[src/sv/scs_pkg.sv]
// ----------------------------------------------------------------------------
// scs_pkg: shared types and constants of the strided cumulative sum core
// Widths, register indexes, stream packing and the geometry bundle.
// ----------------------------------------------------------------------------
package scs_pkg;

	localparam int STRIDE_DEPTH = 4096;
	localparam int SAMPLE_BITS  = 32;
	localparam int SUM_BITS     = 48;
	localparam int SIZE_BITS    = 16;
	localparam int NUM_DIMS     = 4;

	localparam int ADDR_W = (STRIDE_DEPTH > 1) ? $clog2(STRIDE_DEPTH) : 1;
	// holds STRIDE_DEPTH + 1, the clamp mark for a stride that is too long
	localparam int KW     = $clog2(STRIDE_DEPTH + 2);

	localparam logic [1:0] LAST_DIM = 2'd3;

	localparam int CFG_IDX_W  = 8;
	localparam int CFG_DATA_W = 16;
	localparam int NUM_REGS   = 7;

	localparam logic [CFG_IDX_W-1:0] REG_SIZE_ROWS    = 8'd0;
	localparam logic [CFG_IDX_W-1:0] REG_SIZE_COLS    = 8'd1;
	localparam logic [CFG_IDX_W-1:0] REG_SIZE_SLICES  = 8'd2;
	localparam logic [CFG_IDX_W-1:0] REG_SIZE_HYPER   = 8'd3;
	localparam logic [CFG_IDX_W-1:0] REG_COL_MAJOR    = 8'd4;
	localparam logic [CFG_IDX_W-1:0] REG_SUM_DIM      = 8'd5;
	localparam logic [CFG_IDX_W-1:0] REG_COMPLEX_MODE = 8'd6;

	// geometry pipeline depth after a register write
	localparam int SETTLE_CYCLES = 3;
	localparam int SETTLE_W      = $clog2(SETTLE_CYCLES + 1);

	localparam int IN_TDATA_W  = ((2 * SAMPLE_BITS + 7) / 8) * 8;
	localparam int OUT_TDATA_W = ((2 * SUM_BITS + 7) / 8) * 8;
	localparam int USER_W      = 2;
	localparam int USER_SAT    = 0;
	localparam int USER_ERR    = 1;

	typedef struct packed {
		logic [KW-1:0]        stride;
		logic [SIZE_BITS-1:0] len;
		logic                 too_long;
		logic                 cplx;
		logic                 settled;
		logic                 restart;
	} geom_t;

endpackage

[src/sv/scs_geom.sv]
// ----------------------------------------------------------------------------
// scs_geom: configuration registers and stride geometry
// Holds the tensor registers and derives stride, run length and overflow
// flag through a short multiply pipeline.
// ----------------------------------------------------------------------------
module scs_geom (
	input  logic                           clk,
	input  logic                           arst_n,
	input  logic                           cfg_valid,
	output logic                           cfg_ready,
	input  logic [scs_pkg::CFG_IDX_W-1:0]  cfg_index,
	input  logic [scs_pkg::CFG_DATA_W-1:0] cfg_data,
	output scs_pkg::geom_t                 geom
);

	logic [scs_pkg::SIZE_BITS-1:0] size_q [scs_pkg::NUM_DIMS];
	logic                          col_major_q;
	logic [1:0]                    sum_dim_q;
	logic                          cplx_q;
	logic [scs_pkg::SETTLE_W-1:0]  settle_q;
	logic                          hit;

	logic [scs_pkg::KW-1:0]        fac [scs_pkg::NUM_DIMS];
	logic [2*scs_pkg::KW-1:0]      p01_s1, p23_s1, prod_s2;
	logic [scs_pkg::SIZE_BITS-1:0] len_s1;
	logic [scs_pkg::KW-1:0]        stride_q;
	logic                          too_long_q;

	function automatic logic [scs_pkg::SIZE_BITS-1:0] eff_size(
		input logic [scs_pkg::SIZE_BITS-1:0] s);
		eff_size = (s == '0) ? scs_pkg::SIZE_BITS'(1) : s;
	endfunction

	function automatic logic [scs_pkg::KW-1:0] clamp_size(
		input logic [scs_pkg::SIZE_BITS-1:0] s);
		logic [31:0] e;
		e = 32'(eff_size(s));
		clamp_size = (e > 32'(scs_pkg::STRIDE_DEPTH)) ?
			scs_pkg::KW'(scs_pkg::STRIDE_DEPTH + 1) : scs_pkg::KW'(e);
	endfunction

	function automatic logic [scs_pkg::KW-1:0] clamp_prod(
		input logic [2*scs_pkg::KW-1:0] p);
		clamp_prod = (p > (2*scs_pkg::KW)'(scs_pkg::STRIDE_DEPTH)) ?
			scs_pkg::KW'(scs_pkg::STRIDE_DEPTH + 1) : p[scs_pkg::KW-1:0];
	endfunction

	assign cfg_ready = 1'b1;
	assign hit = cfg_valid && (cfg_index < scs_pkg::CFG_IDX_W'(scs_pkg::NUM_REGS));

	always_ff @(posedge clk or negedge arst_n) begin
		if (!arst_n) begin
			for (int i = 0; i < scs_pkg::NUM_DIMS; i++) begin
				size_q[i] <= scs_pkg::SIZE_BITS'(1);
			end
			col_major_q <= 1'b1;
			sum_dim_q   <= 2'd0;
			cplx_q      <= 1'b0;
			settle_q    <= scs_pkg::SETTLE_W'(scs_pkg::SETTLE_CYCLES);
		end else begin
			if (cfg_valid) begin
				unique case (cfg_index)
					scs_pkg::REG_SIZE_ROWS:    size_q[0]   <= cfg_data;
					scs_pkg::REG_SIZE_COLS:    size_q[1]   <= cfg_data;
					scs_pkg::REG_SIZE_SLICES:  size_q[2]   <= cfg_data;
					scs_pkg::REG_SIZE_HYPER:   size_q[3]   <= cfg_data;
					scs_pkg::REG_COL_MAJOR:    col_major_q <= cfg_data[0];
					scs_pkg::REG_SUM_DIM:      sum_dim_q   <= cfg_data[1:0] & scs_pkg::LAST_DIM;
					scs_pkg::REG_COMPLEX_MODE: cplx_q      <= cfg_data[0];
					default: ;
				endcase
			end
			if (hit) begin
				settle_q <= scs_pkg::SETTLE_W'(scs_pkg::SETTLE_CYCLES);
			end else if (settle_q != '0) begin
				settle_q <= settle_q - 1'b1;
			end
		end
	end

	// dims that lie between the summed one and the fast end of memory order
	always_comb begin
		for (int i = 0; i < scs_pkg::NUM_DIMS; i++) begin
			if (col_major_q ? (2'(i) < sum_dim_q) : (2'(i) > sum_dim_q)) begin
				fac[i] = clamp_size(size_q[i]);
			end else begin
				fac[i] = scs_pkg::KW'(1);
			end
		end
	end

	always_ff @(posedge clk) begin
		p01_s1     <= fac[0] * fac[1];
		p23_s1     <= fac[2] * fac[3];
		len_s1     <= eff_size(size_q[sum_dim_q]);
		prod_s2    <= clamp_prod(p01_s1) * clamp_prod(p23_s1);
		stride_q   <= clamp_prod(prod_s2);
		too_long_q <= prod_s2 > (2*scs_pkg::KW)'(scs_pkg::STRIDE_DEPTH);
	end

	assign geom.stride   = stride_q;
	assign geom.len      = len_s1;
	assign geom.too_long = too_long_q;
	assign geom.cplx     = cplx_q;
	assign geom.settled  = (settle_q == '0);
	assign geom.restart  = hit;

endmodule

[config.mk]
export PLATFORM = sky130hd
export DESIGN_NAME = scs_geom
export DESIGN_NICKNAME = d
export VERILOG_FILES = /design/src/sv/scs_pkg.sv /design/src/sv/scs_geom.sv
export SDC_FILE = /design/constraint.sdc
export NUM_CORES = 1
export LEC_CHECK = 0
export ABC_AREA = 1
export BUFFER_PORTS_ARGS = -buffer_cell sky130_fd_sc_hd__buf_2
export CAP_MARGIN = 0
export CELL_PAD_IN_SITES_DETAIL_PLACEMENT = 0
export CELL_PAD_IN_SITES_GLOBAL_PLACEMENT = 1
export CORE_MARGIN = 5
export CORE_UTILIZATION = 49
export CTS_CLUSTER_SIZE = 28
export DETAILED_ROUTE_END_ITERATION = 12
export HOLD_SLACK_MARGIN = 0.06
export PLACE_DENSITY = 0.89
export REMOVE_ABC_BUFFERS = 1
export SLEW_MARGIN = 20
export SYNTH_ARGS = -nofsm -noshare
export SYNTH_HDL_FRONTEND = slang
export SYNTH_SLANG_ARGS = --single-unit
[constraint.sdc]
create_clock -name clk -period 6.25 [get_ports clk]
set_clock_uncertainty 0.1 [all_clocks]
set_input_delay 1.5625 -clock clk [delete_from_list [all_inputs] [get_ports clk]]
set_output_delay 1.5625 -clock clk [all_outputs]
set_load 0.01 [all_outputs]
After elaboration in Yosys (flattened, before gate mapping)
Cells that the tools add are included.
{"block": "totals", "regBits": 178, "latchBits": 0, "ram_bits": 0, "rom_bits": 0, "inputBits": 27, "output_inout_bits": 34, "elab_cells": 82, "memories": 0}
{"block": "op_classes", "addsub": 1, "mul": 3, "n_div": 0, "magnitude_cmp": 17, "n_eq_ne": 6, "n_shift": 0, "muxes": 23, "n_bitwise": 1, "n_reduce_logical": 17}
{"cell": "2-to-1 mux 13 bit", "n": 10}
{"cell": "2-to-1 mux 16 bit", "n": 6}
{"cell": "logical NOT 16 bit", "n": 5}
{"cell": "greater-than comparator 26 x 13 -> 1 bit (second input constant)", "n": 3}
{"cell": "multiplier 13 x 13 -> 26 bit", "n": 3}
{"cell": "greater-than comparator 16 x 13 -> 1 bit (second input constant)", "n": 4}
{"cell": "binary-select mux 16 bit (select 2 bit)", "n": 1}
{"cell": "== test 8 x 3 -> 1 bit (second input constant)", "n": 3}
{"cell": "== test 8 x 2 -> 1 bit (second input constant)", "n": 2}
{"cell": "AND reduction 2 bit", "n": 7}
{"cell": "== test 8 x 1 -> 1 bit (second input constant)", "n": 1}
{"cell": "logical NOT 8 bit", "n": 1}
{"cell": "< comparator 8 x 3 -> 1 bit (second input constant)", "n": 1}
{"cell": "greater-than comparator 1 x 2 -> 1 bit (first input constant)", "n": 2}
{"cell": "greater-than comparator 2 bit (first input constant)", "n": 2}
{"cell": "< comparator 1 x 2 -> 1 bit (first input constant)", "n": 2}
{"cell": "< comparator 2 bit (first input constant)", "n": 2}
{"cell": "2-to-1 mux 1 bit", "n": 4}
{"cell": "2-to-1 mux 2 bit", "n": 2}
{"cell": "nonzero test 2 bit", "n": 2}
{"cell": ">= comparator 3 bit (second input constant)", "n": 1}
{"cell": "inverter 2 -> 3 bit", "n": 1}
{"cell": "logical NOT 2 bit", "n": 1}
{"cell": "subtractor 2 x 1 -> 2 bit (second input constant)", "n": 1}
{"cell": "logical AND 1 bit", "n": 1}

Longest topological paths before layout
Gate-level depths: netlist of run 1.
{"block": "depth", "depth_word": 6, "ltp_mapped": 31, "depth_no_buf": 29}

Worst setup path after synthesis of run 1
No wires, ideal clock.
{"block": "synth_timing", "path_type": "register to register", "start": "reg col_major_q", "end": "reg p01_s1[25] (netlist bit)", "arrival_ns": 5.164, "slack_ns": 0.874, "path_stages_with_launch": 25, "cell_sequence": "dfstp_2 > inv_1 > o21ai_2 > buf_6 > nand3_1 > clkinv_1 > nand2_1 > fa_1 > inv_1 > fa_1 > inv_1 > fa_1 > inv_1 > fa_1 > inv_1 > fa_1 > inv_1 > ha_1 > nand2_1 > nor2_1 > inv_1 > nor3_1 > nand2_1 > nand4_1 > nand2_1"}
{"block": "synth_via", "elab_chain_len": 3}
{"item": "start: declaration", "line_no": "scs_geom.sv:17", "rtl": "logic col_major_q;"}
{"item": "start signal: assignment", "line_no": "scs_geom.sv:67", "rtl": "scs_pkg::REG_COL_MAJOR: col_major_q <= cfg_data[0];"}
{"item": "2-to-1 mux 1 bit", "line_no": "scs_geom.sv:84", "rtl": "if (col_major_q ? (2'(i) < sum_dim_q) : (2'(i) > sum_dim_q)) begin"}
{"item": "2-to-1 mux 13 bit", "line_no": "scs_geom.sv:84"}
{"item": "multiplier 13 x 13 -> 26 bit (*)", "line_no": "scs_geom.sv:93", "rtl": "p01_s1 <= fac[0] * fac[1];"}
{"item": "end signal: assignment", "line_no": "scs_geom.sv:93"}
{"item": "end: declaration", "line_no": "scs_geom.sv:24", "rtl": "logic [2*scs_pkg::KW-1:0] p01_s1, p23_s1, prod_s2;"}
Every way passes the cells marked *; elsewhere a longest branch is shown, timed or not.
A chain may end at the register's enable or synchronous reset.

Worst setup path after layout of run 1
{"block": "layout_timing", "start": "reg size_q[29] (netlist bit)", "end": "reg p23_s1[18] (netlist bit)"}
{"block": "layout_via", "elab_chain_len": 6}
{"item": "start: declaration", "line_no": "scs_geom.sv:16", "rtl": "logic [scs_pkg::SIZE_BITS-1:0] size_q [scs_pkg::NUM_DIMS];"}
{"item": "start signal: indexed assignment", "line_no": "scs_geom.sv:54", "rtl": "size_q[i] <= scs_pkg::SIZE_BITS'(1);"}
{"item": "logical NOT 16 bit", "line_no": "scs_geom.sv:31", "rtl": "eff_size = (s == '0) ? scs_pkg::SIZE_BITS'(1) : s;"}
{"item": "2-to-1 mux 16 bit (*)", "line_no": "scs_geom.sv:31"}
{"item": "greater-than comparator 16 x 13 -> 1 bit", "line_no": "scs_geom.sv:38", "rtl": "clamp_size = (e > 32'(scs_pkg::STRIDE_DEPTH)) ?"}
{"item": "2-to-1 mux 13 bit (*)", "line_no": "scs_geom.sv:38"}
{"item": "2-to-1 mux 13 bit (*)", "line_no": "scs_geom.sv:84"}
{"item": "multiplier 13 x 13 -> 26 bit (*)", "line_no": "scs_geom.sv:94", "rtl": "p23_s1 <= fac[2] * fac[3];"}
{"item": "end signal: assignment", "line_no": "scs_geom.sv:94"}
{"item": "end: declaration", "line_no": "scs_geom.sv:24"}
Marked as above.

==> results of run 1 <==
## path summary, 6_finish.rpt
check | startpoint | to | slack [ns] | cells past startpoint
worst min-delay path | prod_s2[10] | stride_q[10] | 0.33 | 2
min in group asynchronous | arst_n | size_q[29] | 0.98 | 1
worst max register to register | size_q[29] | p23_s1[18] | 0.31 | 27
worst max-delay path | size_q[29] | p23_s1[18] | 0.31 | 27
worst min register to register | prod_s2[10] | stride_q[10] | 0.33 | 2
max in group asynchronous | arst_n | size_q[32] | 4.22 | 2
## cell families after synthesis
family	after synthesis	synth area share [%]
AND/OR/NAND/NOR	1394	24.49
buffers and inverters	808	12.95
adder cells (fa/ha/maj)	577	40.87
XOR/XNOR	40	1.440
AO/OA/AOI/OAI	192	4.113
flip-flops	178	16.12
other	1	0.01541
## critical path: stages, from the launching register on
cell and delay [ns]:
dfrtp_1 0.41, nor3_1 0.30, nand2_1 0.10, nor2_1 0.09
nand4_1 0.20, nand2_4 0.19, buf_12 0.14, buf_4 0.21
nand2_1 0.12, nor2_1 0.15, fa_1 0.43, inv_1 0.08
fa_1 0.45, fa_1 0.52, inv_1 0.06, fa_1 0.53
inv_1 0.05, fa_1 0.47, inv_1 0.04, ha_1 0.34
a21oi_1 0.20, nor2_1 0.07, nor2_2 0.15, nor2_1 0.06
nor2_1 0.18, nand2_1 0.09, nand2_1 0.06, nand2_1 0.05
## layout make-up
class,count,area share [%]
multi-input cells,2205,65.65
well taps,664,3.131
repair buffers,142,3.641
clock buffers,18,1.655
flip-flops and latches,178,14.79
clock inverters,14,0.5188
inverters,745,10.61
## per-layer routing
metal / up-vias / part of all wire, %
met5: - / 0
met4: 0 / 2.9
met3: 128 / 6.0
met2: 644 / 47
met1: 9860 / 44
li1: 9752 / -
## state kept, by name (all words and copies together) (netlist names)
name	cells
size_q	64
p01_s1	26
p23_s1	26
prod_s2	26
len_s1	16
stride_q	13
settle_q	2
sum_dim_q	2
col_major_q	1
cplx_q	1
too_long_q	1
## placed cells by master (no fill, tap or decap), types with 7 or more instances in the layout
cell,count
buf_4,79
inv_2,21
dfstp_2,7
xor2_1,29
nor2_2,20
nand3_2,14
dfxtp_1,108
nand3_4,12
o21ai_0,100
buf_2,58
fa_1,363
nand4_1,36
dfrtp_1,62
ha_1,213
inv_1,712
nand2_1,702
nor2_1,378
a21oi_1,73
clkinv_1,7
nand3b_1,7
clkbuf_16,17
nand3_1,167
nand2_2,13
clkinvlp_4,7
nor3_1,16
xnor2_1,11
## where the power goes
group          leakage [uW]  total [uW]  internal (uW)  switching, uW
clock network      0.000281        1090            539            548
logic                0.0120        1110            359            752
registers           0.00182        1310           1250           58.0
total                0.0141        3510           2150           1360
## what timing repair did
action | in CTS | in global routing
setup buffers | 0 | 19
endpoints found under the setup margin | 0 | 32
gates resized for setup | 0 | 53
## per-stage QoR
stage	instances	TNS [ns]	power, uW
final	3966	0	3509
after detailed placement	3914	0	2382
after global placement	3914	0	2364
after global routing	3966	-0.3835	3720
after floorplan	3127	0	1989
after CTS	3946	0	3484
==> metrics.md, run 1 <==
| Metric | Value |
|---|---|
| Status | `finished clean` |
| Initial antenna violation count | `0` |
| Routing usage on met2 | `41.62%` |
| Clock sinks | `178` |
| GRT met1 Usage | `33.61%` |
| Register area | `3924 um2` |
| CP endpoint kind | `flop` |
| Skew-Pair Late Insertion Delay | `0.48 ns` |
| Hold WC Path Type | `reg2reg` |
| Antenna Nets Post-Route | `0` |
| Aggregate routed wire length | `65070 um` |
| FP Rows | `81` |
| CTS tree | `built` |
| Inserted Clock Buffers | `17` |
| Largest cells by area after synthesis | `fa_1 (30%), inv_1 (11%), ha_1 (11%), nand2_1 (11%), dfxtp_1 (8.9%)` |
| GP Congestion | `0.9539` |
| Register area share after synthesis | `16.12%` |
| Synth cell count leaders | `inv_1 (718), nand2_1 (711), nor2_1 (389), fa_1 (363), ha_1 (214)` |
| Met3 Track Usage GR | `4.100%` |
| Hold Slack | `0.3266 ns` |
| Period utilization | `95.05%` |
| Most common flop cell mapped by yosys | `dfxtp_1` |
| Global Route Usage Sum | `25.05%` |
| Worst Path Required | `6.52 ns` |
| DIE AREA | `54220 um2` |
| Clk buf depth | `2` |
| Cell taking the most area after synthesis | `fa_1` |
| Vias | `20384` |
| CP Class | `reg2reg` |
| Least-Margin Pin Slew | `0.9497 ns` |
| Relative slew slack | `36.54%` |
| Clk pin slew, worst setup/hold paths | `0.08 ns` |
| Nets | `3893` |
| Fin util | `54.09%` |
| Worst Slack Setup Final | `0.3092 ns` |
| Fmax | `168.3 MHz` |
| Vias in the first global route | `21289` |
| Crit start category | `flop` |
| Final Max Slew Viols | `0` |
| # DRC | `0` |
| Crit path DAT | `6.21 ns` |
| Detailed Route Iter0 Violations | `1395` |
| Initial core utilization | `49.61%` |
| Core outline area | `49050 um2` |
| Height of the die | `232.9 um` |
| I/O Buffers | `59` |
| Multi-input logic area | `17420 um2` |
| Cell area power density | `132.3 nW/um2` |
| Share of the synthesized area in the top cell type | `29.86%` |
| Vias/cell | `5.140` |
| Post-synth EDFFs | `0` |
| Post-synthesis async set-or-reset flop share | `39.33%` |
| Depth of the CTS H-tree | `4` |
| Max Cap Viol | `0` |
| Non-Filler Cell Area, Final | `26530 um2` |
| First-pass GRT wire length | `108200 um` |
| Gr busiest metal | `met2` |
| Largest net degree at the start of global routing | `50` |
| Die Width | `232.9 um` |
| Hold buffers post-CTS | `0` |
| Synthesized cell area | `24330 um2` |
| Ant. Diodes | `0` |
| Share of layout cells above drive strength 1 | `8.813%` |
| Hold Vio Cnt, Final | `0` |
| Yosys Warn Count | `0` |
| # fillers | `4785` |
| Min Tclk post-route | `5.941 ns` |
| Drt first pass iters | `6` |
| Distinct cells, synth | `46` |
| Most frequent cell after synthesis | `inv_1` |
| Detail Placement HPWL | `54700 um` |
| Placed inst area | `25600 um2` |
| Synthesized area per cell | `7.628 um2` |
| WL/cell | `16.41 um` |
| Worst Path Max Fanout | `15` |
| CTS Root Cell | `clkbuf_16` |
| Final setup violating endpoints | `0` |
| Leak | `0.01409 uW` |
| Total grt overflow | `0` |
| VDD IR max | `0.0002246 V` |
| Synth-to-layout area growth | `9.023%` |
| Register bit total from synthesis | `178` |
| Post-Place Setup Slack | `0.06152 ns` |
| Number of placed I/O pins | `61` |
| Cell count after synthesis | `3190` |
No activity file was read; power rests on OpenSTA's default activity.
==> inputs of run 2 (changes only) <==
- ABC_AREA: 1 -> 0
- CORE_UTILIZATION: 49 -> 50
- PLACE_DENSITY: 0.89 -> 0.88
==> run 2 against run 1 <==
Non-clock buffer count increased by 173. Wire length decreased by 5.9%. Maximum frequency decreased by 3.7%. Power increased by 0.30%.
==> metrics.md, run 2 <==
| Metric | Value |
|---|---|
| Die Width | `223.4 um (-4.1%)` |
| Synth cell count leaders | `inv_1 (477), fa_1 (363), nand2_1 (349), nor2_1 (275), ha_1 (214)` |
| Dpl cells | `3296 (-16%)` |
| Initial core utilization | `50.39% (+0.78 points)` |
| Ant. Diodes | `0 (unchanged)` |
| Number of placed I/O pins | `61 (unchanged)` |
| # DRC | `0 (unchanged)` |
| Detail Placement HPWL | `51110 um (-6.6%)` |
| Leak | `0.01364 uW (-3.1%)` |
| CTS tree | `built` |
| Period utilization | `98.67% (+3.6 points)` |
| GP Congestion | `0.9585 (+0.48%)` |
| Hold WC Path Type | `reg2reg` |
| Depth of the CTS H-tree | `4 (unchanged)` |
| FP Rows | `78 (-3.7%)` |
| Most common cell after layout, fill and taps aside | `inv_1` |
| Post-synthesis async set-or-reset flop share | `39.33% (unchanged)` |
| Vias | `17948 (-12%)` |
| Worst Slack Setup Final | `0.08308 ns (-0.2261 ns)` |
| Register bit total from synthesis | `178 (unchanged)` |
| Worst Path Required | `6.50 ns (-0.02 ns)` |
| Max Cap Viol | `0 (unchanged)` |
| Vias/cell | `5.329 (+3.7%)` |
| Hold path startpoint | `prod_s2[3]` |
| Cell taking the most area after synthesis | `fa_1` |
| Post-Place Setup Slack | `-0.2695 ns (-0.3310 ns)` |
| # fillers | `3857 (-19%)` |
| Most frequent cell after synthesis | `inv_1` |
| Cell area power density | `130.5 nW/um2 (-1.4%)` |
| Fin util | `59.71% (+5.6 points)` |
| Worst Path Max Fanout | `8 (-7)` |
| Final setup violating endpoints | `0 (unchanged)` |
| Inserted Clock Buffers | `17 (unchanged)` |
| CP endpoint kind | `flop` |
| First-pass GRT wire length | `97300 um (-10%)` |
| Fin cells | `3368 (-15%)` |
| CP Class | `reg2reg` |
| Hold buffers post-CTS | `0 (unchanged)` |
| Crit start category | `flop` |
| Vias in the first global route | `18777 (-12%)` |
| Share of layout cells above drive strength 1 | `23.59% (+15 points)` |
| VDD IR max | `0.0002447 V (+8.9%)` |
| Total grt overflow | `0 (unchanged)` |
| Clk buf depth | `2 (unchanged)` |
| Synthesized cell area | `22770 um2 (-6.4%)` |
| Worst r2r src | `sum_dim_q[1]` |
| Synth-to-layout area growth | `18.48%` |
| Fmax | `162.2 MHz (-3.7%)` |
| Drt first pass iters | `5 (-1)` |
| Initial antenna violation count | `0 (unchanged)` |
| WL/cell | `18.19 um (+11%)` |
| Hold Vio Cnt, Final | `0 (unchanged)` |
| CP startpoint | `sum_dim_q[1]` |
| RSZ-0062 raised after global routing | `true` |
| Largest net degree at the start of global routing | `71 (+42%)` |
| GRT met1 Usage | `32.13% (-1.5 points)` |
| Nets | `3359 (-14%)` |
| CTS Root Cell | `clkbuf_16` |
| Routing usage on met2 | `40.80% (-0.82 points)` |
| Aggregate routed wire length | `61260 um (-5.9%)` |
| Status | `finished clean` |
| Skew-Pair Late Insertion Delay | `0.47 ns (about the same)` |
| Most frequent cells in the layout | `inv_1 (466), fa_1 (358), nand2_1 (319)` |
| Clk pin slew, worst setup/hold paths | `0.07 ns (about the same)` |
| Final Max Slew Viols | `0 (unchanged)` |
| Core outline area | `45190 um2 (-7.9%)` |
| Cell count after synthesis | `2515 (-21%)` |
| Relative slew slack | `33.51% (-3.0 points)` |
| Yosys Warn Count | `0 (unchanged)` |
| Crit path DAT | `6.41 ns (+0.20 ns)` |
| Most flops, register | `size_q` |
| Global Route Usage Sum | `24.45% (-0.60 points)` |
| Met3 Track Usage GR | `4.224% (+0.12 points)` |
| Height of the die | `223.4 um (-4.1%)` |
| Distinct cells, synth | `74 (+61%)` |
| Least-Margin Pin Slew | `0.9962 ns (+0.04657 ns)` |
| DIE AREA | `49910 um2 (-7.9%)` |
| Clock sinks | `178 (unchanged)` |
| Largest cells by area after synthesis | `fa_1 (32%), ha_1 (12%), dfxtp_1 (9.5%), inv_1 (7.9%), dfrtp_1 (6.9%)` |
| Min Tclk post-route | `6.167 ns (+0.2261 ns)` |
| Max reg flops | `64 (unchanged)` |
| Most common flop cell mapped by yosys | `dfxtp_1` |
| Detailed Route Iter0 Violations | `1192 (-15%)` |
| Gr busiest metal | `met2` |
| Share of the synthesized area in the top cell type | `31.91% (+2.1 points)` |
| Synthesized area per cell | `9.054 um2 (+19%)` |
| Register area share after synthesis | `17.23% (+1.1 points)` |
| Post-synth EDFFs | `0 (unchanged)` |
| Antenna Nets Post-Route | `0 (unchanged)` |
| I/O Buffers | `59 (unchanged)` |
==> run 2: changes by cell type in the layout (fill, tap and decap cells not counted), sizes merged, moves of 25 or more <==
cell,before,now
mux2,0,67
nand4,37,12
xnor2,11,43
inv,741,486
o21ai,103,45
nor2,404,276
nor4,8,34
and2,2,68
nand2,719,350
buf,142,315
nand3,193,29
==> run 2: area by class of cell <==
type	count	area [um2]	area share, %
timing repair buffer	315	2310	8.561
sequential	178	3924	14.54
tap	600	750.7	2.783
multi-input combinational	1766	17610	65.26
inverter	477	1790	6.637
clock inverter	13	133.9	0.4962
clock buffer	19	464.2	1.721
==> run 2: critical path, stage by stage, from the launching register on <==
cell      delay (ns)
dfrtp_2         0.45
buf_4           0.18
a21oi_1         0.39
nor3b_4         0.32
buf_6           0.14
buf_8           0.12
buf_4           0.15
nand2_8         0.09
nor2_4          0.12
fa_1            0.43
fa_1            0.57
fa_1            0.44
fa_1            0.52
inv_1           0.05
fa_1            0.49
inv_2           0.05
ha_4            0.26
buf_6           0.10
nand3_2         0.07
or2_4           0.23
o211ai_1        0.25
o221a_2         0.28
a31oi_4         0.10
xnor2_2         0.13
==> run 2: what timing repair did <==
action                     4_1_cts  5_1_grt
buffers inserted                 1       37
resized for setup               30      253
gates cloned                     0        2
setup endpoints to repair       18       36
pin swaps                        4       90
==> run 2: cell families after synthesis <==
group / count (synthesis) / synth area share [%]
buf+inv: 572 / 9.792
xor+xnor: 68 / 2.616
compound gates: 199 / 5.544
other cells: 1 / 0.01647
flops: 178 / 17.23
simple gates: 837 / 16.19
mux: 83 / 4.945
fa+ha+maj: 577 / 43.67
==> run 2: worst paths after layout <==
kind | end | slack [ns] | cells after the start
hold / removal | stride_q[3] | 0.33 | 2
hold reg to reg | stride_q[3] | 0.33 | 2
max in group asynchronous | sum_dim_q[1] | 4.23 | 2
setup reg to reg | p23_s1[25] | 0.08 | 23
setup / recovery | p23_s1[25] | 0.08 | 23
min in group asynchronous | size_q[42] | 1.21 | 2
==> run 2: stage by stage <==
step | hold slack (ns) | total power, uW | area (um2) | TNS [ns]
floorplan | 0.3073 | 1821 | 22330 | -9.084
finish | 0.3343 | 3520 | 26980 | 0
detailed placement | 0.3240 | 2277 | 25040 | -1.347
global route | 0.3514 | 3696 | 26980 | -2.443
CTS | 0.3346 | 3376 | 25720 | 0
global placement | 0.3156 | 2260 | 25040 | -0.3820
==> run 2: routing by layer <==
metal	vias to the layer above	wire length [um]	share of wire [%]
li1	8295	-	-
met1	8906	25840	42
met2	610	29530	48
met3	137	3731	6.1
met4	0	2159	3.5
met5	-	0	0
==> run 2: where the power goes <==
group	leakage, uW	internal [uW]	switching [uW]	total [uW]
Combinational	0.0115	471	657	1130
Sequential	0.00181	1240	57.9	1300
Clock	0.000298	596	496	1090
Total	0.0136	2310	1210	3520
